$ cat config.mk
export PLATFORM = sky130hd
export DESIGN_NAME = ssh1_packet_deframer_core
export DESIGN_NICKNAME = d
export VERILOG_FILES = /design/src/ssh1df_pkg.sv /design/src/ssh1_packet_deframer_core.sv
export VERILOG_INCLUDE_DIRS = /design/src /design/src/src
export SDC_FILE = /design/constraint.sdc
export NUM_CORES = 1
export LEC_CHECK = 0
export BUFFER_PORTS_ARGS = -buffer_cell sky130_fd_sc_hd__buf_2
export CORE_UTILIZATION = 55
export DETAILED_ROUTE_END_ITERATION = 7
export GPL_TIMING_DRIVEN = 0
export PLACE_DENSITY = 0.85
export SLEW_MARGIN = 10
export SYNTH_ARGS = -nofsm -noshare
export SYNTH_HDL_FRONTEND = slang
export SYNTH_SLANG_ARGS = --single-unit
export TNS_END_PERCENT = 5
$ cat constraint.sdc
create_clock -name clk -period 3.1 [get_ports clk]
set_input_delay 0.31 -clock clk [delete_from_list [all_inputs] [get_ports clk]]
set_output_delay 0.31 -clock clk [all_outputs]
set_load 0.02 [all_outputs]
$ cat src/ssh1_packet_deframer_core_defines.svh
// ----------------------------------------------------------------------------
// SSH-1 packet deframer assertion macros
// Concurrent assertion wrappers, removable with ASSERT_OFF.
// ----------------------------------------------------------------------------
`ifndef SSH1_PACKET_DEFRAMER_CORE_DEFINES_SVH
`define SSH1_PACKET_DEFRAMER_CORE_DEFINES_SVH

`ifndef ASSERT_OFF
`define ASSERT_CLK(label, prop, msg) \
  label: assert property (@(posedge clk) disable iff (rst) prop) else $error(msg);
`define ASSERT_ALWAYS(label, prop, msg) \
  label: assert property (@(posedge clk) prop) else $error(msg);
`else
`define ASSERT_CLK(label, prop, msg)
`define ASSERT_ALWAYS(label, prop, msg)
`endif

`endif

$ cat src/ssh1df_pkg.sv
// ----------------------------------------------------------------------------
// SSH-1 packet deframer package
// Status codes, field widths and the byte-wide CRC-32 update.
// ----------------------------------------------------------------------------
`default_nettype none

package ssh1df_pkg;

  localparam int LEN_W = 19;

  localparam logic [1:0] ST_OK  = 2'd0;
  localparam logic [1:0] ST_CRC = 2'd1;
  localparam logic [1:0] ST_LEN = 2'd2;

  localparam logic [31:0] CRC_POLY = 32'hEDB88320;
  localparam logic [31:0] CRC_INIT = 32'hFFFFFFFF;
  localparam logic [LEN_W-1:0] MAX_LEN_RESET = 19'd262144;

  // reflected CRC-32, one byte
  function automatic logic [31:0] crc32_byte(input logic [31:0] crc, input logic [7:0] b);
    logic [31:0] c;
    c = crc ^ {24'd0, b};
    for (int k = 0; k < 8; k++) begin
      c = c[0] ? ((c >> 1) ^ CRC_POLY) : (c >> 1);
    end
    return c;
  endfunction

endpackage

`default_nettype wire

$ cat src/ssh1_packet_deframer_core.sv
// ----------------------------------------------------------------------------
// SSH-1 packet deframer core
// Splits an SSH-1 binary packet byte stream and checks its CRC-32.
// ----------------------------------------------------------------------------
// Takes one byte per cycle on the slave stream while s_tready is high: a
// 4-byte big-endian length, 8 - (length mod 8) padding bytes, the type byte,
// length - 5 body bytes and a 4-byte big-endian CRC-32 over padding, type
// and body. Type and body bytes come out on the master stream (tuser[0]
// marks the type byte); the last CRC byte yields a status-only transfer with
// tlast set. A length below 5 or above max_length, or a CRC mismatch, gives
// a tlast transfer with an error status, after which all input is dropped
// until reset. State and CRC update are done in a single pass per byte, and
// a two-entry output stage keeps s_tready high while one result waits.
`default_nettype none
`include "ssh1_packet_deframer_core_defines.svh"

module ssh1_packet_deframer_core
  import ssh1df_pkg::*;
(
  input  wire logic             clk,
  input  wire logic             rst,
  input  wire logic             s_tvalid,
  output logic                  s_tready,
  input  wire logic [7:0]       s_tdata,   // rx_byte
  output logic                  m_tvalid,
  input  wire logic             m_tready,
  output logic [7:0]            m_tdata,   // out_byte
  output logic                  m_tlast,   // last
  output logic [2:0]            m_tuser,   // is_type, status[1:0]
  input  wire logic             cfg_valid,
  output logic                  cfg_ready,
  input  wire logic [LEN_W-1:0] cfg_data   // max_length
);

  typedef enum logic [2:0] {
    PH_LEN  = 3'd0,
    PH_PAD  = 3'd1,
    PH_TYPE = 3'd2,
    PH_BODY = 3'd3,
    PH_CRC  = 3'd4
  } phase_t;

  typedef struct packed {
    logic [7:0] data;
    logic       last;
    logic [2:0] user;
  } res_t;

  phase_t           phase, phase_next;
  logic [31:0]      length_accum, length_accum_next;
  logic [LEN_W-1:0] bytes_left, bytes_left_next;
  logic [31:0]      crc_running, crc_running_next;
  logic [31:0]      crc_received, crc_received_next;
  logic             halted, halted_next;
  logic [LEN_W-1:0] max_length;

  res_t             out_reg, skid_reg, res;
  logic             out_valid, skid_valid, res_valid;

  logic             accept;
  logic [31:0]      crc_upd;
  logic [31:0]      len_new;
  logic [31:0]      crc_rx_new;
  logic [LEN_W-1:0] len_m5;
  logic [LEN_W-1:0] cnt_inc;

  assign s_tready  = !skid_valid;
  assign cfg_ready = 1'b1;
  assign accept    = s_tvalid && s_tready;

  assign m_tvalid = out_valid;
  assign m_tdata  = out_reg.data;
  assign m_tlast  = out_reg.last;
  assign m_tuser  = out_reg.user;

  assign crc_upd    = crc32_byte(crc_running, s_tdata);
  assign len_new    = {length_accum[23:0], s_tdata};
  assign crc_rx_new = {crc_received[23:0], s_tdata};
  assign len_m5     = length_accum[LEN_W-1:0] - LEN_W'(5);
  assign cnt_inc    = bytes_left + LEN_W'(1);

  always_comb begin
    phase_next        = phase;
    length_accum_next = length_accum;
    bytes_left_next   = bytes_left;
    crc_running_next  = crc_running;
    crc_received_next = crc_received;
    halted_next       = halted;
    res_valid         = 1'b0;
    res               = '{data: 8'd0, last: 1'b0, user: {ST_OK, 1'b0}};
    if (accept && !halted) begin
      case (phase)
        PH_PAD: begin
          crc_running_next = crc_upd;
          bytes_left_next  = bytes_left - LEN_W'(1);
          if (bytes_left == LEN_W'(1)) phase_next = PH_TYPE;
        end
        PH_TYPE: begin
          crc_running_next = crc_upd;
          if (len_m5 == '0) begin
            phase_next      = PH_CRC;
            bytes_left_next = LEN_W'(4);
          end else begin
            phase_next      = PH_BODY;
            bytes_left_next = len_m5;
          end
          res_valid = 1'b1;
          res       = '{data: s_tdata, last: 1'b0, user: {ST_OK, 1'b1}};
        end
        PH_BODY: begin
          crc_running_next = crc_upd;
          bytes_left_next  = bytes_left - LEN_W'(1);
          if (bytes_left == LEN_W'(1)) begin
            phase_next      = PH_CRC;
            bytes_left_next = LEN_W'(4);
          end
          res_valid = 1'b1;
          res       = '{data: s_tdata, last: 1'b0, user: {ST_OK, 1'b0}};
        end
        PH_CRC: begin
          crc_received_next = crc_rx_new;
          bytes_left_next   = bytes_left - LEN_W'(1);
          if (bytes_left == LEN_W'(1)) begin
            res_valid = 1'b1;
            if (~crc_running != crc_rx_new) begin
              halted_next = 1'b1;
              res = '{data: 8'd0, last: 1'b1, user: {ST_CRC, 1'b0}};
            end else begin
              phase_next        = PH_LEN;
              length_accum_next = '0;
              bytes_left_next   = '0;
              crc_running_next  = CRC_INIT;
              crc_received_next = '0;
              res = '{data: 8'd0, last: 1'b1, user: {ST_OK, 1'b0}};
            end
          end
        end
        default: begin
          length_accum_next = len_new;
          bytes_left_next   = cnt_inc;
          if (cnt_inc >= LEN_W'(4)) begin
            if (len_new < 32'd5 || len_new > {13'd0, max_length}) begin
              halted_next = 1'b1;
              res_valid   = 1'b1;
              res = '{data: 8'd0, last: 1'b1, user: {ST_LEN, 1'b0}};
            end else begin
              phase_next        = PH_PAD;
              bytes_left_next   = LEN_W'(8) - LEN_W'(len_new[2:0]);
              crc_running_next  = CRC_INIT;
              crc_received_next = '0;
            end
          end
        end
      endcase
    end
  end

  always_ff @(posedge clk) begin
    if (rst) begin
      phase        <= PH_LEN;
      length_accum <= '0;
      bytes_left   <= '0;
      crc_running  <= CRC_INIT;
      crc_received <= '0;
      halted       <= 1'b0;
      max_length   <= MAX_LEN_RESET;
      out_valid    <= 1'b0;
      skid_valid   <= 1'b0;
    end else begin
      phase        <= phase_next;
      length_accum <= length_accum_next;
      bytes_left   <= bytes_left_next;
      crc_running  <= crc_running_next;
      crc_received <= crc_received_next;
      halted       <= halted_next;
      if (cfg_valid && cfg_ready) max_length <= cfg_data;
      if (out_valid && m_tready) begin
        if (skid_valid) begin
          out_reg    <= skid_reg;
          skid_valid <= 1'b0;
        end else if (res_valid) begin
          out_reg <= res;
        end else begin
          out_valid <= 1'b0;
        end
      end else if (res_valid) begin
        if (out_valid) begin
          skid_reg   <= res;
          skid_valid <= 1'b1;
        end else begin
          out_reg   <= res;
          out_valid <= 1'b1;
        end
      end
    end
  end

  `ASSERT_ALWAYS(a_skid_needs_out, skid_valid |-> out_valid, "skid full with output empty")
  `ASSERT_CLK(a_halt_sticks, halted |=> halted, "halt released without reset")
  `ASSERT_CLK(a_status_only_zero, (m_tvalid && m_tlast) |-> (m_tdata == 8'd0 && !m_tuser[0]),
              "status transfer carries data")
  `ASSERT_CLK(a_no_res_halted, (halted && accept) |-> !res_valid, "result while halted")

endmodule

`default_nettype wire
[Word level (Yosys, flattened, before mapping)]
Index checks and enable logic that the tools add are counted.
Cells by class
  add/sub/neg operators: 4
  $lt $le $gt $ge: 3
  equal/unequal tests: 17
  muxes and demuxes: 61
  bitwise logic cells: 13
  reductions and logical operators: 25
Operator list (count)
  2-to-1 mux 32 bit: 12
  2-to-1 mux 24 bit: 6
  2-to-1 mux 19 bit: 6
  inverter 13 -> 14 bit: 8
  one-hot mux 24 bit (2 select lines): 2
  one-hot mux 19 bit (4 select lines): 1
  2-to-1 mux 12 bit: 6
  one-hot mux 32 bit (2 select lines): 1
  one-hot mux 12 bit (4 select lines): 1
  greater-than comparator 32 x 19 -> 1 bit: 1
  < comparator 32 x 3 -> 1 bit, second input constant: 1
  != test 32 bit: 1
  inverter 32 bit: 1
  bitwise XOR 32 x 8 -> 32 bit: 1
  2-to-1 mux 3 bit: 7
  adder 19 x 1 -> 19 bit, second input constant: 1
  equality test 19 x 1 -> 1 bit, second input constant: 1
  >= comparator 19 x 3 -> 1 bit, second input constant: 1
  zero test 19 bit: 1
  subtractor 19 x 1 -> 19 bit, second input constant: 1
  subtractor 19 x 3 -> 19 bit, second input constant: 1
  AND reduction 4 bit: 4
  != test 2 bit, second input constant: 7
  2-to-1 mux 1 bit: 12
  26 further kinds: 39
Storage, ports and cells
  bits in registers: 148
  input bits: 32
  output and inout bits: 15
  word-level logic and storage cells: 138

[Logic depth before layout (Yosys ltp)]
  word-level depth: 18
  mapped depth: 13
  mapped depth without buffers: 10

[Worst setup path after synthesis]
Ideal clock, no wire load.
  kind: reg-to-reg
  start point: reg bytes_left[1]
  end point: reg out_reg, in the netlist m_tdata[0] (enable)
  library setup time: 382 ps
  arrival time: 2851 ps
  path slack: -134 ps
  stages on the path, launching flop included: 11
  buffers on the path: 1
  clock period less this slack: 3234 ps
  path through: dfxtp_1 -> ha_1 -> and4_1 -> nand2_1 -> buf_2 -> nor4_1 -> xor2_1 -> nor3_4 -> a21oi_1 -> a211oi_1 -> o21ai_1
On the way
  cells in the longest elaborated chain, start to end: 7
Ends and longest elaborated chain
  start, declared: RTL line ssh1_packet_deframer_core.sv:51  | logic [LEN_W-1:0] bytes_left, bytes_left_next;
  start signal, assigned: RTL line ssh1_packet_deframer_core.sv:172  | bytes_left <= bytes_left_next;
  adder 19 x 1 -> 19 bit: RTL line ssh1_packet_deframer_core.sv:80  | assign cnt_inc = bytes_left + LEN_W'(1);
  >= comparator 19 x 3 -> 1 bit: RTL line ssh1_packet_deframer_core.sv:141  | if (cnt_inc >= LEN_W'(4)) begin
  2-to-1 mux 1 bit: RTL line ssh1_packet_deframer_core.sv:141
  one-hot mux 1 bit (3 select lines) (*): RTL line ssh1_packet_deframer_core.sv:92  | case (phase)
  2-to-1 mux 1 bit (*): RTL line ssh1_packet_deframer_core.sv:91  | if (accept && !halted) begin
  nonzero test 2 bit (no line)
  AND reduction 4 bit (no line) (*)
  end signal, assigned: RTL line ssh1_packet_deframer_core.sv:179  | out_reg <= skid_reg;
  end signal, assigned: RTL line ssh1_packet_deframer_core.sv:182  | out_reg <= res;
  end signal, assigned: RTL line ssh1_packet_deframer_core.sv:191  | out_reg <= res;
  end, declared: RTL line ssh1_packet_deframer_core.sv:57  | res_t out_reg, skid_reg, res;
Mark *: on every way between the ends. The rest lies on a longest branch, timed or not.
A chain may end at the register's enable or synchronous reset.

[Worst setup path after layout]
  start point: reg length_accum[0]
  end point: reg bytes_left[2]
On the way
  cells in the longest elaborated chain, start to end: 5
Ends and longest elaborated chain
  start, declared: RTL line ssh1_packet_deframer_core.sv:50  | logic [31:0] length_accum, length_accum_next;
  start signal, assigned: RTL line ssh1_packet_deframer_core.sv:171  | length_accum <= length_accum_next;
  < comparator 32 x 3 -> 1 bit or greater-than comparator 32 x 19 -> 1 bit (tied branches): RTL line ssh1_packet_deframer_core.sv:142  | if (len_new < 32'd5 || len_new > {13'd0, max_length}) begin
  logical OR 1 bit: RTL line ssh1_packet_deframer_core.sv:142
  2-to-1 mux 19 bit: RTL line ssh1_packet_deframer_core.sv:142
  2-to-1 mux 19 bit: RTL line ssh1_packet_deframer_core.sv:141
  one-hot mux 19 bit (4 select lines) (*): RTL line ssh1_packet_deframer_core.sv:92
Marked as above.

==> metrics.cfg <==
[run_status]
status = finished, violations left
violations = negative setup slack

[sta]
grt_setup_unrepaired = yes
finalHoldViolations = 0
setup_viol = 8
clock_skew_ns = 0.0115
slew-limit-headroom_pct = 46.6
worst_pin_slew_ns = 0.796
setup_slack_ns = -0.125
post-route-period-util_pct = 104
fmax_mhz = 310
min_period_ns = 3.22
report.final.slew_viol_count = 0

[die]
die_area_sq_mm = 0.0174
start_util_pct = 56.0
coreArea_sq_mm = 0.0165
dieWidth_um = 132
num_io_pins = 47
die_h_um = 132
row_count = 47

[power]
peakVddDrop_v = 0.000551
pwr_density_cell_mw_per_mm2 = 1000
sw_frac_of_total_pct = 45.3
power_leakage_nw = 4.18
p_int_mw = 5.96
pwr-share-seq_pct = 24.3
share_comb_of_total_power_pct = 56.2
switchingPower_mw = 4.94
p_clk_share_pct = 19.5

[synth]
synth_area_leaders = dfxtp_1 27%, xnor2_1 8.3%, edfxtp_1 7.8%
synth_cell_types = 77
synthCells = 1097
avgSynthCellArea_sq_um = 8.44
yosysWarnings = 0
syn_area_sq_mm = 0.00926
postSynth.asyncResetShare_pct = 0
synth_top_area_share_pct = 26.8
synth_top_flop_cell = dfxtp_1
ys_seq_elements = 148
synth-edff-count = 24
synth_area_leader_cell = dfxtp_1
synth_nets = 1156
ys_seq_area_share_pct = 34.6
synthTopCellsByCount = 124 x dfxtp_1, 105 x nor2_1, 88 x xnor2_1
synth_most_common_cell = dfxtp_1

[global_routing]
grt_pass1_wl_um = 43000
grt_max_degree = 17
first_global_vias = 8275
antenna_found_initial = 0
grt_util_all_layers_pct = 31.4
grt.overflow.total = 0

[place]
dpl.hpwl_um = 19300
place_congestion = 1.01
port_buffers = 43
placed_cell_area_sq_mm = 0.00975

[layout]
insertedDiodeCount = 0
post-route-util_pct = 65.9
regMostFlops = crc_running
largest_reg_flops = 32
fin_area_sq_mm = 0.0109
area_delta_synth_final_pct = 17.6
n_fill_cell = 1226
nNetsFinal = 1236
drive_gt1_share_pct = 16.4
reg_top3 = crc_running (32), crc_received (24), length_accum (24)

[critical_path]
end_kind = flop
critPathRequiredTime_ns = 3.40
cp-start-kind = flop
path_max_fanout = 8
cp_cell_sequence = clkbuf_2 > o21ai_1 > nand4_1 > nor4_1 > xnor2_1 > a31oi_1 > nor2_1 > nor4b_1 > o32ai_1
critPathSlowestCell = o21ai_1
r2r.worst_path.cells = 9
critical_path_class = flop to flop
max_stage_delay_ns = 0.54
critPathArrivalTime_ns = 3.52

[min_path]
hold_depth = 3
hp-class = input port to flop

[routing]
drtAntennaViolNets = 0
dr_total_vias = 8977
drt-pass1-iter-count = 6
post_drt_wl_per_cell_um = 19.5
drcViolationCount = 0
via_per_inst = 6.37
drt-total-wl_um = 27500
drt_iter0_drc = 767

[clock_network]
cts_inserted_buffers = 17
cts-root-buf = clkbuf_16
cts_sinks = 148
cts_tree = done
htreeDepth = 4
clock_latency_ns = 0.45
cts_hold_buffers = 0
cts.clk_slew.worst_paths_ns = 0.07
clockBufferDepth = 2

[run]
cap_violations = 0

[routing by layer]
layer  wire [um]  vias up  part of all wire [%]  GRT usage (%)
met5           0        -                     0              0
met4        1230        0                   4.5           16.7
met3        3080      110                    11           7.19
met2       12400      568                    45           49.4
met1       10800     4196                    39           40.0
li1            -     4103                     -              -
[per-stage QoR]
stage / std cells / setup slack [ns] / setup TNS [ns] / total power [mW] / hold WS, ns
floorplan: 1097 / -0.130 / -1.56 / 6.73 / 0.440
global placement: 1360 / -0.915 / -71.17 / 7.85 / 0.457
detailed placement: 1360 / -0.950 / -73.38 / 7.95 / 0.466
CTS: 1401 / -0.0702 / -0.231 / 10.4 / 0.0908
global route: 1410 / -0.176 / -3.90 / 11.4 / 0.104
finish: 1410 / -0.125 / -0.225 / 10.9 / 0.0919
[critical path: cells and delay by family (launching register included)]
kind | cells | cell delay, ns
flip-flops | 1 | 0.35
buffers and inverters | 1 | 0.20
AO/OA/AOI/OAI | 3 | 1.04
AND/OR/NAND/NOR | 4 | 1.23
XOR/XNOR | 1 | 0.26
[layout by cell type (no fill, tap or decap), drive strengths merged, types with 48 or more instances in the layout]
cell,Yosys,layout
dfxtp,124,124
nor2,106,106
buf,31,93
xnor2,89,89
nand2,74,74
clkbuf,49,65
o21ai,59,59
a21oi,51,51
xor2,50,50
inv,42,48
[worst paths after layout]
path,to,slack (ns),from
max,bytes_left[2],-0.12,length_accum[0]
min,max_length[18],0.09,cfg_data[18]
max reg2reg,bytes_left[2],-0.12,length_accum[0]
min reg2reg,crc_received[17],0.48,crc_received[17]
[repair_timing]
| item | 4_1_cts | 5_1_grt |
|---|---|---|
| setup buffers | 10 | 12 |
| setup endpoints to repair | 127 | 121 |
| pin swaps | 10 | 7 |
| gates resized for setup | 43 | 43 |
[power by group through the flow]
stage / registers [mW] / logic [mW] / clock network (mW)
floorplan: 2.54 / 4.18 / 0
global placement: 2.61 / 5.24 / 0
detailed placement: 2.62 / 5.33 / 0
CTS: 2.60 / 5.68 / 2.12
global route: 2.67 / 6.53 / 2.20
finish: 2.65 / 6.13 / 2.13
[cell families (layout without fill, tap and decap cells)]
family	after synthesis	after routing	share of synthesized area (%)
AO/OA/AOI/OAI	236	236	16.8
other	1	1	0.0405
adder cells (fa/ha/maj)	27	27	3.65
AND/OR/NAND/NOR	377	377	20.9
buffers and inverters	122	215	5.69
flip-flops	148	148	34.6
XOR/XNOR	139	139	13.2
multiplexers	47	47	5.08
[area by class of cell]
type	count	area, sq um	area share [%]
well taps	220	275	2.53
repair buffers	65	409	3.76
plain buffers	76	388	3.56
clock inverters	15	173	1.59
multi-input cells	827	5840	53.7
clock buffers	17	425	3.91
flip-flops and latches	148	3220	29.6
inverters	42	158	1.45
Power figures use the tool's default switching activity.
